===== src/rtl/slmp_pkg.sv =====
// ----------------------------------------------------------------------------
// slmp_pkg
// Types and constants shared by the simulation link message parser.
// ----------------------------------------------------------------------------
package slmp_pkg;

	typedef struct packed {
		logic [7:0] data_byte;
		logic       last_byte;
	} in_item_t;

	typedef struct packed {
		logic [3:0]  field_id;
		logic [63:0] field_value;
		logic [2:0]  error_code;
		logic        message_done;
	} out_item_t;

	typedef struct packed {
		logic [7:0]  version_major;
		logic [7:0]  version_minor;
		logic [7:0]  version_patch;
		logic [15:0] max_pdu_length;
	} cfg_t;

	typedef enum logic [14:0] {
		PH_MARKER   = 15'h0001,
		PH_VERSION  = 15'h0002,
		PH_TYPE     = 15'h0004,
		PH_STI      = 15'h0008,
		PH_SENDER   = 15'h0010,
		PH_SENDER2  = 15'h0020,
		PH_POS      = 15'h0040,
		PH_DBM      = 15'h0080,
		PH_PDUTYPE  = 15'h0100,
		PH_PDUID    = 15'h0200,
		PH_PAYLOAD  = 15'h0400,
		PH_LENGTH   = 15'h0800,
		PH_PDUBYTES = 15'h1000,
		PH_ACKCOUNT = 15'h2000,
		PH_ACKID    = 15'h4000
	} phase_t;

	localparam logic [1:0] CFG_VERSION_MAJOR  = 2'd0;
	localparam logic [1:0] CFG_VERSION_MINOR  = 2'd1;
	localparam logic [1:0] CFG_VERSION_PATCH  = 2'd2;
	localparam logic [1:0] CFG_MAX_PDU_LENGTH = 2'd3;

	localparam logic [7:0]  RST_VERSION_MAJOR  = 8'd3;
	localparam logic [7:0]  RST_VERSION_MINOR  = 8'd2;
	localparam logic [7:0]  RST_VERSION_PATCH  = 8'd7;
	localparam logic [15:0] RST_MAX_PDU_LENGTH = 16'd16384;

	localparam logic [7:0] MARKER_BYTE = 8'd3;

	localparam logic [2:0] KIND_HEARTBEAT = 3'd4;
	localparam logic [2:0] KIND_HB_ACK    = 3'd5;
	localparam logic [2:0] KIND_PDU       = 3'd6;

	localparam logic [2:0] ERR_NONE      = 3'd0;
	localparam logic [2:0] ERR_MARKER    = 3'd1;
	localparam logic [2:0] ERR_VERSION   = 3'd2;
	localparam logic [2:0] ERR_TYPE      = 3'd3;
	localparam logic [2:0] ERR_TOO_LONG  = 3'd4;
	localparam logic [2:0] ERR_TRUNCATED = 3'd5;

	localparam logic [3:0] FID_TYPE     = 4'd0;
	localparam logic [3:0] FID_STI      = 4'd1;
	localparam logic [3:0] FID_SENDER   = 4'd2;
	localparam logic [3:0] FID_SENDER2  = 4'd3;
	localparam logic [3:0] FID_POS      = 4'd4;
	localparam logic [3:0] FID_DBM      = 4'd7;
	localparam logic [3:0] FID_PDUTYPE  = 4'd8;
	localparam logic [3:0] FID_PDUID    = 4'd9;
	localparam logic [3:0] FID_PAYLOAD  = 4'd10;
	localparam logic [3:0] FID_LENGTH   = 4'd11;
	localparam logic [3:0] FID_PDUBYTE  = 4'd12;
	localparam logic [3:0] FID_ACKCOUNT = 4'd13;
	localparam logic [3:0] FID_ACKID    = 4'd14;

	function automatic logic [3:0] phase_size(input phase_t ph);
		logic [3:0] sz;
		case (ph)
			PH_STI, PH_POS: sz = 4'd8;
			PH_SENDER, PH_SENDER2, PH_DBM, PH_PDUID, PH_PAYLOAD,
			PH_LENGTH, PH_ACKCOUNT, PH_ACKID: sz = 4'd4;
			default: sz = 4'd1;
		endcase
		return sz;
	endfunction

endpackage


===== src/rtl/slmp_core.sv =====
// ----------------------------------------------------------------------------
// slmp_core
// Parse state and per-byte next-state/result logic. State advances on step.
// ----------------------------------------------------------------------------
module slmp_core (
	input  logic               clk,
	input  logic               arst_n,
	input  logic               step,
	input  slmp_pkg::in_item_t item,
	input  slmp_pkg::cfg_t     cfg,
	output logic               res_valid,
	output slmp_pkg::out_item_t res
);

	slmp_pkg::phase_t phase_q, phase_n;
	logic [2:0]  idx_q, idx_n;
	logic [63:0] acc_q, acc_n;
	logic [31:0] items_q, items_n;
	logic [2:0]  kind_q, kind_n;
	logic        skip_q, skip_n;

	logic [63:0] acc_sh;
	logic [3:0]  cnt;
	logic [2:0]  err;
	logic [3:0]  fid;
	logic        emit;
	logic        done;
	logic [7:0]  want;
	logic        finish;

	always_comb begin
		phase_n   = phase_q;
		idx_n     = idx_q;
		acc_n     = acc_q;
		items_n   = items_q;
		kind_n    = kind_q;
		skip_n    = skip_q;
		res_valid = 1'b0;
		res       = '0;
		acc_sh    = {acc_q[55:0], item.data_byte};
		cnt       = {1'b0, idx_q} + 4'd1;
		err       = slmp_pkg::ERR_NONE;
		fid       = slmp_pkg::FID_TYPE;
		emit      = 1'b0;
		done      = 1'b0;
		want      = cfg.version_patch;
		finish    = 1'b0;
		if (skip_q) begin
			if (item.last_byte) begin
				skip_n = 1'b0;
				finish = 1'b1;
			end
		end else if (cnt < slmp_pkg::phase_size(phase_q)) begin
			acc_n = acc_sh;
			idx_n = cnt[2:0];
			if (item.last_byte) begin
				finish           = 1'b1;
				res_valid        = 1'b1;
				res.error_code   = slmp_pkg::ERR_TRUNCATED;
				res.message_done = 1'b1;
			end
		end else begin
			acc_n = '0;
			idx_n = '0;
			case (phase_q)
				slmp_pkg::PH_VERSION: begin
					if (items_q[1:0] == 2'd0) begin
						want = cfg.version_major;
					end else if (items_q[1:0] == 2'd1) begin
						want = cfg.version_minor;
					end
					if (acc_sh[7:0] != want) begin
						err = slmp_pkg::ERR_VERSION;
					end else if (items_q[1:0] >= 2'd2) begin
						items_n = '0;
						phase_n = slmp_pkg::PH_TYPE;
					end else begin
						items_n = {30'd0, items_q[1:0]} + 32'd1;
					end
				end
				slmp_pkg::PH_TYPE: begin
					if (acc_sh[7:3] != 5'd0 || !acc_sh[2]) begin
						err = slmp_pkg::ERR_TYPE;
					end else begin
						kind_n  = acc_sh[2:0];
						emit    = 1'b1;
						fid     = slmp_pkg::FID_TYPE;
						phase_n = slmp_pkg::PH_STI;
					end
				end
				slmp_pkg::PH_STI: begin
					emit    = 1'b1;
					fid     = slmp_pkg::FID_STI;
					phase_n = slmp_pkg::PH_SENDER;
				end
				slmp_pkg::PH_SENDER: begin
					emit    = 1'b1;
					fid     = slmp_pkg::FID_SENDER;
					phase_n = slmp_pkg::PH_SENDER2;
				end
				slmp_pkg::PH_SENDER2: begin
					emit    = 1'b1;
					fid     = slmp_pkg::FID_SENDER2;
					items_n = '0;
					if (kind_q == slmp_pkg::KIND_HEARTBEAT) begin
						phase_n = slmp_pkg::PH_POS;
					end else if (kind_q == slmp_pkg::KIND_HB_ACK) begin
						phase_n = slmp_pkg::PH_DBM;
					end else if (kind_q == slmp_pkg::KIND_PDU) begin
						phase_n = slmp_pkg::PH_PDUTYPE;
					end else begin
						phase_n = slmp_pkg::PH_ACKCOUNT;
					end
				end
				slmp_pkg::PH_POS: begin
					emit    = 1'b1;
					fid     = slmp_pkg::FID_POS + {2'd0, items_q[1:0]};
					items_n = items_q + 32'd1;
					done    = (items_q >= 32'd2);
				end
				slmp_pkg::PH_DBM: begin
					emit = 1'b1;
					fid  = slmp_pkg::FID_DBM;
					done = 1'b1;
				end
				slmp_pkg::PH_PDUTYPE: begin
					emit    = 1'b1;
					fid     = slmp_pkg::FID_PDUTYPE;
					phase_n = slmp_pkg::PH_PDUID;
				end
				slmp_pkg::PH_PDUID: begin
					emit    = 1'b1;
					fid     = slmp_pkg::FID_PDUID;
					phase_n = slmp_pkg::PH_PAYLOAD;
				end
				slmp_pkg::PH_PAYLOAD: begin
					emit    = 1'b1;
					fid     = slmp_pkg::FID_PAYLOAD;
					phase_n = slmp_pkg::PH_LENGTH;
				end
				slmp_pkg::PH_LENGTH: begin
					if (acc_sh[31:16] != 16'd0 || acc_sh[15:0] > cfg.max_pdu_length) begin
						err = slmp_pkg::ERR_TOO_LONG;
					end else begin
						emit    = 1'b1;
						fid     = slmp_pkg::FID_LENGTH;
						items_n = acc_sh[31:0];
						if (acc_sh[15:0] == 16'd0) begin
							done = 1'b1;
						end else begin
							phase_n = slmp_pkg::PH_PDUBYTES;
						end
					end
				end
				slmp_pkg::PH_PDUBYTES: begin
					emit    = 1'b1;
					fid     = slmp_pkg::FID_PDUBYTE;
					items_n = items_q - 32'd1;
					done    = (items_q == 32'd1);
				end
				slmp_pkg::PH_ACKCOUNT: begin
					emit    = 1'b1;
					fid     = slmp_pkg::FID_ACKCOUNT;
					items_n = acc_sh[31:0];
					if (acc_sh[31:0] == 32'd0) begin
						done = 1'b1;
					end else begin
						phase_n = slmp_pkg::PH_ACKID;
					end
				end
				slmp_pkg::PH_ACKID: begin
					emit    = 1'b1;
					fid     = slmp_pkg::FID_ACKID;
					items_n = items_q - 32'd1;
					done    = (items_q == 32'd1);
				end
				default: begin
					if (acc_sh[7:0] != slmp_pkg::MARKER_BYTE) begin
						err = slmp_pkg::ERR_MARKER;
					end else begin
						phase_n = slmp_pkg::PH_VERSION;
						items_n = '0;
					end
				end
			endcase

			if (err != slmp_pkg::ERR_NONE) begin
				finish           = 1'b1;
				skip_n           = !item.last_byte;
				res_valid        = 1'b1;
				res.error_code   = err;
				res.message_done = 1'b1;
			end else if (done) begin
				finish           = 1'b1;
				skip_n           = !item.last_byte;
				res_valid        = 1'b1;
				res.field_id     = fid;
				res.field_value  = acc_sh;
				res.message_done = 1'b1;
			end else if (item.last_byte) begin
				finish           = 1'b1;
				res_valid        = 1'b1;
				res.error_code   = slmp_pkg::ERR_TRUNCATED;
				res.message_done = 1'b1;
			end else if (emit) begin
				res_valid       = 1'b1;
				res.field_id    = fid;
				res.field_value = acc_sh;
			end
		end

		if (finish) begin
			phase_n = slmp_pkg::PH_MARKER;
			idx_n   = '0;
			acc_n   = '0;
			items_n = '0;
			kind_n  = '0;
		end
	end

	always_ff @(posedge clk or negedge arst_n) begin
		if (!arst_n) begin
			phase_q <= slmp_pkg::PH_MARKER;
			idx_q   <= '0;
			acc_q   <= '0;
			items_q <= '0;
			kind_q  <= '0;
			skip_q  <= 1'b0;
		end else if (step) begin
			phase_q <= phase_n;
			idx_q   <= idx_n;
			acc_q   <= acc_n;
			items_q <= items_n;
			kind_q  <= kind_n;
			skip_q  <= skip_n;
		end
	end

endmodule


===== src/rtl/sim_link_message_parser.sv =====
// ----------------------------------------------------------------------------
// sim_link_message_parser
// Byte-serial parser for simulation link datagrams.
//
// Input channel: one datagram byte per transaction, last_byte on the final
// byte. Output channel: one transaction per completed field from the type
// field on, error or truncation; message_done marks the transaction that ends
// a message. Marker and version bytes, bytes that complete no field and
// trailing bytes after an error or a finished message give no output.
// Each byte is held in the byte register, its result in the output register;
// each holds one transaction. Throughput: one byte per cycle while the
// receiver takes results. When the receiver stalls with a result waiting, at
// most one more byte is taken into the byte register and then in_stall rises
// until the output moves. Reset clears the parse state and loads the default
// version 3.2.7 and a maximum PDU length of 16384. Configuration writes are
// for the user to make while idle; the block itself does not enforce this.
// ----------------------------------------------------------------------------
module sim_link_message_parser (
	input  logic                clk,
	input  logic                arst_n,
	input  logic                in_valid,
	output logic                in_stall,
	input  slmp_pkg::in_item_t  in_data,
	output logic                out_valid,
	input  logic                out_stall,
	output slmp_pkg::out_item_t out_data,
	input  logic                cfg_we,
	input  logic [1:0]          cfg_index,
	input  logic [15:0]         cfg_data
);

	slmp_pkg::cfg_t      cfg_q;
	slmp_pkg::in_item_t  item_s1;
	logic                valid_s1;
	slmp_pkg::out_item_t out_q;
	logic                out_valid_q;

	logic                out_free;
	logic                step;
	logic                res_valid;
	slmp_pkg::out_item_t res;

	assign out_free  = !out_valid_q || !out_stall;
	assign step      = valid_s1 && out_free;
	assign in_stall  = valid_s1 && !out_free;
	assign out_valid = out_valid_q;
	assign out_data  = out_q;

	slmp_core u_core (
		.clk       (clk),
		.arst_n    (arst_n),
		.step      (step),
		.item      (item_s1),
		.cfg       (cfg_q),
		.res_valid (res_valid),
		.res       (res)
	);

	always_ff @(posedge clk or negedge arst_n) begin
		if (!arst_n) begin
			cfg_q.version_major  <= slmp_pkg::RST_VERSION_MAJOR;
			cfg_q.version_minor  <= slmp_pkg::RST_VERSION_MINOR;
			cfg_q.version_patch  <= slmp_pkg::RST_VERSION_PATCH;
			cfg_q.max_pdu_length <= slmp_pkg::RST_MAX_PDU_LENGTH;
		end else if (cfg_we) begin
			case (cfg_index)
				slmp_pkg::CFG_VERSION_MAJOR:  cfg_q.version_major  <= cfg_data[7:0];
				slmp_pkg::CFG_VERSION_MINOR:  cfg_q.version_minor  <= cfg_data[7:0];
				slmp_pkg::CFG_VERSION_PATCH:  cfg_q.version_patch  <= cfg_data[7:0];
				slmp_pkg::CFG_MAX_PDU_LENGTH: cfg_q.max_pdu_length <= cfg_data;
				default: ;
			endcase
		end
	end

	always_ff @(posedge clk or negedge arst_n) begin
		if (!arst_n) begin
			valid_s1    <= 1'b0;
			out_valid_q <= 1'b0;
		end else begin
			if (in_valid && !in_stall) begin
				valid_s1 <= 1'b1;
			end else if (step) begin
				valid_s1 <= 1'b0;
			end
			if (step && res_valid) begin
				out_valid_q <= 1'b1;
			end else if (!out_stall) begin
				out_valid_q <= 1'b0;
			end
		end
	end

	always_ff @(posedge clk) begin
		if (in_valid && !in_stall) begin
			item_s1 <= in_data;
		end
		if (step && res_valid) begin
			out_q <= res;
		end
	end

endmodule


===== config.mk =====
export PLATFORM = sky130hd
export DESIGN_NAME = sim_link_message_parser
export DESIGN_NICKNAME = d
export VERILOG_FILES = /design/src/rtl/slmp_pkg.sv /design/src/rtl/slmp_core.sv /design/src/rtl/sim_link_message_parser.sv
export SDC_FILE = /design/constraint.sdc
export NUM_CORES = 1
export LEC_CHECK = 0
export ABC_AREA = 0
export BUFFER_PORTS_ARGS = -buffer_cell sky130_fd_sc_hd__buf_2
export CORE_MARGIN = 2
export CORE_UTILIZATION = 50
export DETAILED_ROUTE_END_ITERATION = 6
export GPL_ROUTABILITY_DRIVEN = 0
export PLACE_DENSITY = 0.71
export SYNTH_ARGS = -nofsm -noshare
export SYNTH_HDL_FRONTEND = slang
export SYNTH_SLANG_ARGS = --single-unit

===== constraint.sdc =====
create_clock -name clk -period 6.7 [get_ports clk]
set_input_delay 1.005 -clock clk [delete_from_list [all_inputs] [get_ports clk]]
set_output_delay 1.005 -clock clk [all_outputs]
set_load 0.03 [all_outputs]

# --- Yosys cells after proc, flatten, opt, wreduce, memory -nomap -nowiden ---
# Cells that the tools add are included.
word_totals:
  in_bits: 32
  elab_cells: 190
  out_inout_bits: 74
  regBits: 233
classes:
  eq_ne: 38
  n_lt_le_gt_ge: 4
  n_mux: 88
  add_sub_neg: 5
  reduce_logical: 37
ops:
  columns: ["operator", "n"]
  rows:
  - ["two-way mux 32 bit", 7]
  - ["case mux 32 bit (7 select lines)", 1]
  - ["two-way mux 68 bit", 3]
  - ["two-way mux 15 bit", 12]
  - ["two-way mux 56 bit", 3]
  - ["case mux 15 bit (11 select lines)", 1]
  - ["case mux 4 bit (12 select lines)", 1]
  - ["two-way mux 8 bit", 5]
  - ["two-way mux 3 bit", 12]
  - ["adder 32 x 1 -> 32 bit, second input constant", 1]
  - ["equality test 32 x 1 -> 1 bit, second input constant", 1]
  - [">= comparator 32 x 2 -> 1 bit, second input constant", 1]
  - ["zero test 32 bit", 1]
  - ["subtractor 32 x 1 -> 32 bit, second input constant", 1]
  - ["two-way mux 1 bit", 31]
  - ["two-way mux 4 bit", 5]
  - ["greater-than comparator 16 bit", 1]
  - ["zero test 16 bit", 1]
  - ["nonzero test 16 bit", 1]
  - ["equality test 15 x 10 -> 1 bit, second input constant", 1]
  - ["equality test 15 x 11 -> 1 bit, second input constant", 1]
  - ["equality test 15 x 12 -> 1 bit, second input constant", 1]
  - ["equality test 15 x 13 -> 1 bit, second input constant", 1]
  - ["equality test 15 x 14 -> 1 bit, second input constant", 1]
  - ["other kinds (48)", 78]

# --- Logic depth before layout (Yosys ltp) ---
# Gate-level depths: netlist of run 1.
depth:
  ltp_word: 18
  ltp_mapped: 15
  mapped_depth_nobuf: 12

# --- Modules after synthesis ---
# From an unflattened synthesis of run 1, not the netlist that was laid out.
unflattened:
  hier_cells: 1150
  area_unflattened_um2: 12308.1
by_module_without_submodules:
  columns: ["module", "cells_per_inst", "area_each_um2", "seq_area_each_um2", "instances"]
  rows:
  - ["slmp_core", 973, 8259.2, 2753.9, 1]
  - ["sim_link_message_parser", 177, 4048.9, 3492.1, 1]

# --- Worst setup path before layout of run 1 ---
# No wires, ideal clock.
synth_path:
  path_kind: "flip-flop to flip-flop"
  start: "register u_core.phase_q[11]"
  end: "register out_q, in the netlist out_data[0], enable pin"
  path_buffers: 1
  arrival_time_ns: 6.027
  slack_ns: 0.147
  stages_incl_launch_ff: 12
  setup_time_ns: 0.526
  synth_period_minus_slack_ns: 6.553
  t_required_ns: 6.174
  cell_sequence: "dfrtp_1 buf_2 or4_4 nor2_1 a21boi_0 nor3_1 ha_1 o21a_1 nor2_1 a31oi_2 o21ai_0 a21oi_1"
synth_via:
  elab_chain_cells: 12
  word_cells_on_any_way: 38
  cone_classes: "order compare: 1; eq/ne: 14; mux: 17; reduce/logical: 6"
synth_lines:
  columns: ["element", "line", "source"]
  rows:
  - ["start, declared", "slmp_core.sv:15", "slmp_pkg::phase_t phase_q, phase_n;"]
  - ["start signal, assigned", "slmp_core.sv:223", "phase_q <= slmp_pkg::PH_MARKER;"]
  - ["start signal, assigned", "slmp_core.sv:230", "phase_q <= phase_n;"]
  - ["equality test 15 x 4 -> 1 bit, or another cell as far along", "slmp_pkg.sv:83, slmp_core.sv:65", null]
  - ["OR reduction 11 bit (no line)", null, null]
  - ["case mux 1 bit (3 select lines)", "slmp_core.sv:65", "case (phase_q)"]
  - ["two-way mux 1 bit", "slmp_core.sv:53", "end else if (cnt < slmp_pkg::phase_size(phase_q)) begin"]
  - ["two-way mux 1 bit", "slmp_core.sv:48", "if (skip_q) begin"]
  - ["two-way mux 1 bit", "slmp_core.sv:205", "end else if (emit) begin"]
  - ["two-way mux 1 bit", "slmp_core.sv:200", "end else if (item.last_byte) begin"]
  - ["two-way mux 1 bit", "slmp_core.sv:193", "end else if (done) begin"]
  - ["two-way mux 1 bit", "slmp_core.sv:187", "if (err != slmp_pkg::ERR_NONE) begin"]
  - ["two-way mux 1 bit (*)", "slmp_core.sv:53", null]
  - ["two-way mux 1 bit (*)", "slmp_core.sv:48", null]
  - ["logical AND 1 bit (*)", "sim_link_message_parser.sv:98", "if (step && res_valid) begin"]
  - ["end signal, assigned", "sim_link_message_parser.sv:99", "out_q <= res;"]
  - ["end, declared", "sim_link_message_parser.sv:35", "slmp_pkg::out_item_t out_q;"]
# Every way passes the cells marked *; elsewhere a longest branch is shown, timed or not. The select of a mux whose other input is x is not followed.
# A chain may end at the register's enable or synchronous reset.

# --- Worst setup path in the final report of run 1 ---
layout_path:
  start: "register u_core.phase_q[3]"
  end: "register out_q, in the netlist out_data[26], enable pin"
# The elaborated chain is that of the path after synthesis.

==> reports/qor.csv, run 1 <==
metric;value;unit
HPWL Detailed;20200;µm
max_slew headroom;0.301;
first drt pass iteration count;6;
Synth area leaders;dfrtp_1, edfxtp_1, mux2_2, a22o_1, and2_1;
clock-pin slew on the worst setup and hold paths;60;ps
Hold Path Class;reg -> reg;
GR Util All Layers;0.241;
setup violators final;0;
mean post-synth cell area;10.8;µm²
TritonCTS clock tree;built;
FMAX;0.215;GHz
largest net degree at the start of global routing;94;
clk_skew;12.7;ps
number of routed nets with antenna violations;0;
Die ar.;0.0255;mm²
Required @ worst endpoint;6870;ps
clk buf depth;3;
initial antenna violation count;0;
cts repair resizes;0;
fin crit share;0.695;
area occupied by multi-input gates;0.00546;mm²
r2r startpoint;u_core.phase_q[3];
Setup CP Type;reg -> reg;
Final nets;1247;
H-tree depth;1;
fin. max-slew vios;0;
Synth top area share;0.297;
startpoint types;register;
core area;0.0236;mm²
Yosys warning count;0;
layout cell share with drive strength beyond 1;0.201;
Vias/cell;6.13;
Max VDD drop;0.318;mV
FP Rows;56;
Sequential Area;0.00625;mm²
Netlist Area Pre-Place;0.0121;mm²
num ports;106;
Die H;160;µm
cell count along the critical path;11;
clk root buf;clkbuf_16;
number of synthesized register bits;233;
CP delay by family, top;compound AO/OA/AOI/OAI gates;
Port Buffers;105;
Post-synth ARST share;0.652;
antenna cells;0;
syn nets;1179;
buffers plus inverters on the worst setup path;1;
final core utilization;0.583;
commonest non-fill, non-tap cell in the layout;dfrtp_1;
DRC Markers;0;
top_reg_cell synth;dfrtp_1;
worst setup path startpoint;u_core.phase_q[3];
Worst Path Arrival;4820;ps
Min-Delay Startpoint;u_core.acc_q[55];
Final Hold Viols;0;
Leak Pwr;5.88;nW
Setup Buffers After CTS;0;
Worst Path Max Fanout;72;
Num CTS Buffers;26;
FF-to-FF path depth;11;
GR Overflow Total;0;
status;complete, no violations;
crit-path cells;or4_1 -> nor2_1 -> a21boi_0 -> nor3_1 -> ha_1 -> o21a_1 -> nor2_1 -> a31oi_2 -> o21ai_0 -> a21oi_4 -> buf_4;
slowest CP cell;buf_4;
hold bufs inserted after CTS;0;
hold_ws;499;ps
Power, Total;4.54;mW
CP dominant cell by count;nor2_1;
min Tclk post-route;4650;ps
most frequent cells in the layout;dfrtp_1, buf_2, nand2_1, edfxtp_1, and2_1;
later-pin clock latency in the skew report;550;ps
area leader, netlist;dfrtp_1;
Min-Delay Path Depth;1;
CP Capture Type;register;
EDFF count, synth;81;
PD cells;330;mW/mm²
Max Cap Violations;0;
clk sinks;233;
initial core utilization;0.513;
slew of the pin with the lowest slew margin;1050;ps
global-route wire length before repair;49400;µm
total negative slack;0;ps
gate count after technology mapping;1122;
Layout area overhead;13.5;%
wire per inst;20.0;µm
Worst path max stage delay;650;ps
sequential fraction of the synthesis area;0.515;
Initial DRC Count;1029;
chip width;160;µm
drt total wl;30600;µm
# fillers;1989;
vias in the first global route;8799;
Yosys cell types;82;
RSZ-0062 raised after global routing;false;
DR vias;9371;
[through the flow]
step	instance area [µm²]	std cells	setup WS [ps]
CTS	13800	1529	2120
detailed placement	12800	1481	2130
floorplan	12100	1122	147
finish	13800	1529	2050
global route	13800	1529	1640
global placement	12800	1481	2280
[cells by family after synthesis]
family / share of synthesized area
and+or+nand+nor: 0.181
AOI/OAI and AO/OA: 0.162
DFF: 0.515
buffers and inverters: 0.0374
muxes: 0.0601
xor gates and xnor gates: 0.0188
adders and majority gates: 0.0258
[area by class of cell]
cell class                      instances  area share
Sequential cell                       233       0.454
Tap cell                              319      0.0290
Inverter                               36     0.00982
Clock buffer                           35      0.0527
Clock inverter                         13      0.0144
Timing Repair Buffer                  113      0.0430
Multi-Input combinational cell        780       0.397
[sequential cells by signal (all words and copies together), names as in the netlist]
register and count:
u_core.skip_q 1, out_valid 1, out_data 72, u_core.acc_q 56, u_core.phase_q 15, valid_s1 1, u_core.idx_q 3, u_core.items_q 32
u_core.kind_q 3, cfg_q 40, item_s1 9
[synth_stat cells (all sizes together), types with 9 or more instances]
library cell  count
xnor2            19
nand2            83
mux2             55
and2             69
nor3             44
edfxtp           81
nor4             24
a22o             59
clkbuf           54
o22ai            11
nand4            13
a21oi            49
mux2i             9
or4              11
o21ai            44
inv              36
nand3            34
buf              19
nor2             57
ha               25
dfrtp           144
and3             16
[final timing paths]
path | end | slack [ps]
max reg2reg | out_data[26] | 2050
min reg2reg | u_core.acc_q[55] | 500
max | out_data[26] | 2050
min in group asynchronous | u_core.phase_q[9] | 520
max in group asynchronous | u_core.acc_q[51] | 4870
min | u_core.acc_q[55] | 500
[routing by layer]
| metal | share of wire | vias to the layer above | global-route usage |
|---|---|---|---|
| met5 | 0 | - | 0 |
| met4 | 0.029 | 0 | 0.0744 |
| met3 | 0.079 | 77 | 0.0345 |
| met2 | 0.46 | 475 | 0.385 |
| met1 | 0.43 | 4475 | 0.341 |
| li1 | - | 4344 | - |
[power by group]
group,leakage [nW],switching (mW),total [mW],internal (mW)
Combinational,2.64,0.815,1.17,0.356
Clock,0.446,0.589,1.51,0.917
Sequential,2.79,0.132,1.87,1.73
Total,5.88,1.54,4.54,3.01
(Power assumes the default switching activity.)
==> inputs of run 2 (changes only) <==
--- a/config.mk
+++ b/config.mk
@@ -5,7 +5,7 @@
 export SDC_FILE = /design/constraint.sdc
 export NUM_CORES = 1
 export LEC_CHECK = 0
-export ABC_AREA = 0
+export ABC_AREA = 1
 export BUFFER_PORTS_ARGS = -buffer_cell sky130_fd_sc_hd__buf_2
 export CORE_MARGIN = 2
 export CORE_UTILIZATION = 50
==> constraint.sdc (replaced) <==
create_clock -name clk -period 3.98 [get_ports clk]
set_input_delay 0.597 -clock clk [delete_from_list [all_inputs] [get_ports clk]]
set_output_delay 0.597 -clock clk [all_outputs]
set_load 0.03 [all_outputs]
==> run 2 against run 1 <==
Clock-buffer cell count decreased by 4. Global-route usage is 1.9 points higher. Critical endpoint is now out_data[13]. Die area is 6.7% higher. Core utilization is 0.60 points lower. Critical path type unchanged.
==> reports/qor.csv, run 2 <==
metric;value;unit;change
HPWL Detailed;24400;µm;+21%
H-tree depth;1;;unchanged
hold_ws;116;ps;-383 ps
fin area;0.0146;mm²;+6.2%
Required @ worst endpoint;4300;ps;-2570 ps
mean post-synth cell area;8.29;µm²;-23%
Final nets;1697;;+36%
Die ar.;0.0272;mm²;+6.7%
antenna cells;0;;unchanged
most common cell in the synthesized netlist;nand2_1;;
clock-pin slew on the worst setup and hold paths;60;ps;about the same
Cells after DPL;1940;;+31%
Max VDD drop;0.490;mV;+54%
Post-synth ARST share;0.652;;unchanged
clk_skew;20.5;ps;+7.80 ps
Worst Path Arrival;4040;ps;-780 ps
DR vias;11369;;+21%
number of synthesized register bits;233;;unchanged
later-pin clock latency in the skew report;540;ps;about the same
DRC Markers;0;;unchanged
initial core utilization;0.512;;-0.00159
status;complete, no violations;;
FMAX;0.269;GHz;+25%
setup violators final;0;;unchanged
top_reg_cell synth;dfrtp_1;;
Yosys warning count;0;;unchanged
clk sinks;233;;unchanged
Final Hold Viols;0;;unchanged
Vias/cell;5.72;;-6.7%
max_slew headroom;0.221;;-0.0805
Setup CP Type;reg -> reg;;
Port Buffers;105;;unchanged
initial antenna violation count;0;;unchanged
placed cell area;0.0137;mm²;+6.6%
Worst Path Max Fanout;20;;-72%
slowest CP cell;dfrtp_1;;
Initial DRC Count;1306;;+27%
most frequent cells in the layout;nand2_1, nor2_1, inv_1, dfrtp_1;;
num ports;106;;unchanged
Layout area overhead;12.7;%;
clk root buf;clkbuf_16;;
TritonCTS clock tree;built;;
core area;0.0253;mm²;+7.3%
drt total wl;35000;µm;+14%
commonest non-fill, non-tap cell in the layout;nand2_1;;
Max Cap Violations;0;;unchanged
RSZ-0062 raised after global routing;false;;
total negative slack;0;ps;unchanged
slew of the pin with the lowest slew margin;1170;ps;+121 ps
chip width;165;µm;+3.3%
Worst path max stage delay;480;ps;-170 ps
max reg flops;72;;unchanged
Netlist Area Pre-Place;0.0130;mm²;+6.9%
largest net degree at the start of global routing;83;;-12%
Die H;165;µm;+3.3%
CP Capture Type;register;;
Final Non-Filler Cells;1989;;+30%
Leak Pwr;6.43;nW;+9.3%
min Tclk post-route;3720;ps;-936 ps
Num CTS Buffers;25;;-3.8%
Yosys cell types;56;;-32%
global-route wire length before repair;55800;µm;+13%
syn nets;1621;;+37%
# fillers;2253;;+13%
layout cell share with drive strength beyond 1;0.148;;-0.0531
GR Util All Layers;0.260;;+0.0190
Synth area leaders;dfrtp_1, edfxtp_1, nand2_1, nor2_1, inv_1;;
worst setup margin;262;ps;-1780 ps
first drt pass iteration count;6;;unchanged
FP Rows;58;;+3.6%
number of routed nets with antenna violations;0;;unchanged
gate count after technology mapping;1564;;+39%
commonest cells in the synthesized netlist;nand2_1, nor2_1, inv_1;;
CP dominant cell by count;nand2_1;;
fin crit share;0.934;;+0.240
fin. max-slew vios;0;;unchanged
Synth top area share;0.278;;-0.0193
sequential fraction of the synthesis area;0.482;;-0.0334
crit-path cells;inv_1 -> ha_1 -> clkinvlp_4 -> or2_2 -> nand3_1 -> nand2_1 -> inv_1 -> nand2_1 -> nor2_1 -> nand2_1 -> nand2_1 -> nand2_2 -> nor3_2 -> inv_1 -> nor3_1;;
startpoint types;register;;
EDFF count, synth;81;;unchanged
wire per inst;17.6;µm;-12%
GR Overflow Total;0;;unchanged
pre-CTS WS;348;ps;-1780 ps
area leader, netlist;dfrtp_1;;
PD cells;534;mW/mm²;+62%
Hold Path Class;in -> async;;
clk buf depth;3;;unchanged
vias in the first global route;10673;;+21%
## run 2: worst max-delay path, delay by kind of cell (launching register included)
family | cells | cell delay [ps]
fa+ha+maj | 1 | 400
flops | 1 | 480
simple gates | 10 | 1650
buf+inv | 4 | 930
## run 2: report_power, final
part / total [mW] / internal [mW] / switching (mW)
logic: 2.33 / 0.617 / 1.71
clock network: 2.46 / 1.49 / 0.964
registers: 3.01 / 2.87 / 0.149
## run 2: logic make-up (layout without fill, tap and decap cells)
family,count (synthesis),in the layout,synth area share
AO/OA/AOI/OAI,236,236,0.120
XOR/XNOR,23,23,0.0155
adder cells (fa/ha/maj),25,25,0.0241
buffers and inverters,271,366,0.0880
flip-flops,233,233,0.482
AND/OR/NAND/NOR,776,776,0.270
## run 2: cell type report
class / count / area, µm² / share of cell area
clock inverters: 15 / 189 / 0.0129
well taps: 330 / 413 / 0.0283
inverters: 190 / 717 / 0.0491
multi-input cells: 1060 / 5590 / 0.383
flip-flops and latches: 233 / 6250 / 0.428
repair inverters: 1 / 7.51 / 0.000514
repair buffers: 129 / 749 / 0.0513
clock buffers: 31 / 689 / 0.0472
## run 2: layer usage
layer	wire length [µm]	up-vias	track usage
met5	0	-	0
met4	1110	0	0.0893
met3	2460	75	0.0374
met2	16500	488	0.431
met1	14900	5391	0.349
li1	-	5415	-
## run 2: final timing paths
| path | startpoint | end | slack, ps | depth (start not counted) |
|---|---|---|---|---|
| worst max register to register | u_core.items_q[1] | out_data[13] | 260 | 15 |
| max in group asynchronous | arst_n | cfg_q[17] | 2960 | 2 |
| worst max-delay path | u_core.items_q[1] | out_data[13] | 260 | 15 |
| worst min register to register | u_core.phase_q[0] | u_core.phase_q[0] | 490 | 2 |
| worst min-delay path | arst_n | u_core.items_q[28] | 120 | 1 |
| min in group clk | in_data[5] | item_s1[5] | 250 | 1 |
## run 2: per-stage QoR
step	util	power, mW
after floorplan	-	4.81
after global placement	0.540	5.29
after detailed placement	0.540	5.33
after CTS	0.575	7.79
after global routing	0.576	8.19
final	0.576	7.80
## run 2: what timing repair did
action | 4_1_cts | 5_1_grt
setup endpoints to repair | 0 | 87
setup buffers | 0 | 2
hold buffers | 0 | 0
gates resized for setup | 0 | 3
hold endpoints to repair | 0 | 0
==> inputs of run 3 (changes only) <==
--- a/config.mk
+++ b/config.mk
@@ -5,13 +5,15 @@
 export SDC_FILE = /design/constraint.sdc
 export NUM_CORES = 1
 export LEC_CHECK = 0
-export ABC_AREA = 1
+export ABC_AREA = 0
 export BUFFER_PORTS_ARGS = -buffer_cell sky130_fd_sc_hd__buf_2
 export CORE_MARGIN = 2
 export CORE_UTILIZATION = 50
+export CTS_BUF_LIST = sky130_fd_sc_hd__clkbuf_8 sky130_fd_sc_hd__clkbuf_16
 export DETAILED_ROUTE_END_ITERATION = 6
 export GPL_ROUTABILITY_DRIVEN = 0
 export PLACE_DENSITY = 0.71
+export SETUP_SLACK_MARGIN = 0.4
 export SYNTH_ARGS = -nofsm -noshare
 export SYNTH_HDL_FRONTEND = slang
 export SYNTH_SLANG_ARGS = --single-unit
==> run 3 against run 2 <==
Maximum frequency grew 7.0%. Non-clock buffer count grew 40. Clock-buffer cell count shrank 1. Critical endpoint is now u_core.phase_q[4].
==> reports/qor.csv, run 3 (synthesis results as in run 1) <==
metric;value;unit;change
fin. max-slew vios;0;;unchanged
HPWL Detailed;21900;µm;-10%
later-pin clock latency in the skew report;540;ps;about the same
commonest non-fill, non-tap cell in the layout;dfrtp_1;;
most frequent cells in the layout;dfrtp_1, buf_2, nand2_1, edfxtp_1, and2_1;;
Sequential Power Share;0.398;;+0.012
clk sinks;233;;unchanged
clk_skew;12.9;ps;-7.56 ps
Worst Path Arrival;3890;ps;-150 ps
Final Hold Viols;0;;unchanged
vias in the first global route;9367;;-12%
Initial DRC Count;1126;;-14%
GR Util All Layers;0.246;;-0.0133
DR vias;9705;;-15%
Final nets;1302;;-23%
Layout area overhead;18.3;%;
setup violators final;0;;unchanged
H-tree depth;1;;unchanged
clock-pin slew on the worst setup and hold paths;60;ps;about the same
Die ar.;0.0255;mm²;-6.3%
FMAX;0.288;GHz;+7.0%
GR Overflow Total;0;;unchanged
status;complete, no violations;;
placed cell area;0.0133;mm²;-2.8%
layout cell share with drive strength beyond 1;0.255;;+0.107
fin crit share;0.873;;-0.0611
Max Cap Violations;0;;unchanged
core area;0.0236;mm²;-6.8%
Vias/cell;6.13;;+7.3%
Hold Path Class;in -> async;;
wire per inst;20.3;µm;+15%
chip width;160;µm;-3.2%
Port Buffers;105;;unchanged
Setup CP Type;reg -> reg;;
PD cells;549;mW/mm²;+2.7%
Sw Share;0.343;;-0.0198
Leak Pwr;6.17;nW;-4.1%
Sequential Area;0.00625;mm²;about the same
power share of the clock group;0.300;;-0.015
r2r startpoint;u_core.phase_q[10];;
largest net degree at the start of global routing;81;;-2.4%
slew of the pin with the lowest slew margin;882;ps;-283 ps
Final Non-Filler Cells;1583;;-20%
num ports;106;;unchanged
area occupied by multi-input gates;0.00559;mm²;about the same
Cells after DPL;1524;;-21%
Worst Path Max Fanout;15;;-25%
RSZ-0062 raised after global routing;false;;
CP Capture Type;register;;
min Tclk post-route;3480;ps;-243 ps
# fillers;1942;;-14%
initial core utilization;0.513;;+0.00159
max reg flops;72;;unchanged
R2R Path End;u_core.phase_q[4];;
met1 GRT Util;0.338;;-0.0117
Die H;160;µm;-3.2%
Num CTS Buffers;25;;unchanged
total negative slack;0;ps;unchanged
TritonCTS clock tree;built;;
R2R Setup Slk;500;ps;+240 ps
DRC Markers;0;;unchanged
FP Rows;56;;-3.4%
first drt pass iteration count;6;;unchanged
global routing's busiest layer;met2;;
Max VDD drop;0.476;mV;-2.8%
combinational share of power;0.302;;+0.003
met3 usage;0.0371;;-0.000276
initial antenna violation count;0;;unchanged
worst setup path startpoint;u_core.phase_q[10];;
max_slew headroom;0.410;;+0.189
number of routed nets with antenna violations;0;;unchanged
CP endpoint;u_core.phase_q[4];;
GRT met2 Usage;0.400;;-0.0316
Net Switching;2.70;mW;-4.7%
clk buf depth;3;;unchanged
Internal Pwr Total;5.17;mW;+4.0%
global-route wire length before repair;50800;µm;-9.0%
FF-to-FF path depth;11;;-4
Required @ worst endpoint;4400;ps;+100 ps
startpoint types;register;;
drt total wl;32100;µm;-8.4%
antenna cells;0;;unchanged
fin area;0.0143;mm²;-1.8%
clk root buf;clkbuf_16;;
run 3: changes by cell type in the layout (fill, tap and decap cells not counted), moves of 36 or more:
cell | previous run | this run
a22o_1 | 0 | 59
and2_1 | 1 | 69
inv_1 | 180 | 40
mux2_2 | 0 | 50
nand2_1 | 327 | 83
nand3_1 | 104 | 33
nor2_1 | 187 | 53
o21ai_1 | 36 | 0
o32ai_1 | 54 | 0
run 3: how the worst min path moves through the flow:
stage,from,end,depth (start not counted)
after floorplan,arst_n,cfg_q[0],0
after global placement,u_core.acc_q[48],u_core.acc_q[48],1
after detailed placement,u_core.acc_q[52],u_core.acc_q[52],1
after CTS,arst_n,u_core.kind_q[2],1
after global routing,arst_n,u_core.phase_q[6],1
final,arst_n,u_core.phase_q[6],1
run 3: power groups by stage:
stage | sequential (mW) | combinational, mW | clock, mW
finish | 3.13 | 2.38 | 2.36
CTS | 3.13 | 2.27 | 2.39
global placement | 3.16 | 2.18 | 0
global route | 3.17 | 2.53 | 2.48
detailed placement | 3.17 | 2.21 | 0
floorplan | 3.51 | 1.12 | 0
run 3: metrics by stage:
| step | util | total power, mW | setup slack, ps | hold slack (ps) |
|---|---|---|---|---|
| 6_report | 0.607 | 7.87 | 505 | 86.0 |
| 5_1_grt | 0.607 | 8.18 | 388 | 149 |
| 4_1_cts | 0.601 | 7.79 | 402 | 127 |
| 3_5_place_dp | 0.563 | 5.38 | 260 | 483 |
| 3_3_place_gp | 0.563 | 5.35 | 371 | 482 |
| 2_1_floorplan | - | 4.63 | 114 | 301 |
run 3: worst max-delay path: stages, from the launching register on:
cell and delay [ps]:
dfrtp_1 460, or4_4 620, nor2_4 110, buf_4 170, and4b_1 280, nor2_1 120, a31o_4 260, nor3_4 320
nand3_4 190, o31ai_4 290, buf_12 190, mux2_2 340
run 3: metal layers:
| layer | up-vias | part of all wire |
|---|---|---|
| li1 | 4446 | - |
| met4 | 0 | 0.035 |
| met5 | - | 0 |
| met2 | 465 | 0.47 |
| met3 | 95 | 0.071 |
| met1 | 4699 | 0.43 |
run 3: area by class of cell:
cell class                      instances  share of cell area
Clock buffer                           30              0.0492
Tap cell                              319              0.0278
Clock inverter                         16              0.0104
Multi-Input combinational cell        780               0.390
Inverter                               36             0.00942
Sequential cell                       233               0.436
Timing Repair Buffer                  169              0.0778
run 3: timing repair:
| item | in CTS | in global routing |
|---|---|---|
| resized for setup | 3 | 17 |
| cloned | 0 | 0 |
| pin swaps | 1 | 5 |
| hold buffers | 0 | 0 |
| setup buffers | 4 | 9 |
| endpoints found under the setup margin | 102 | 185 |
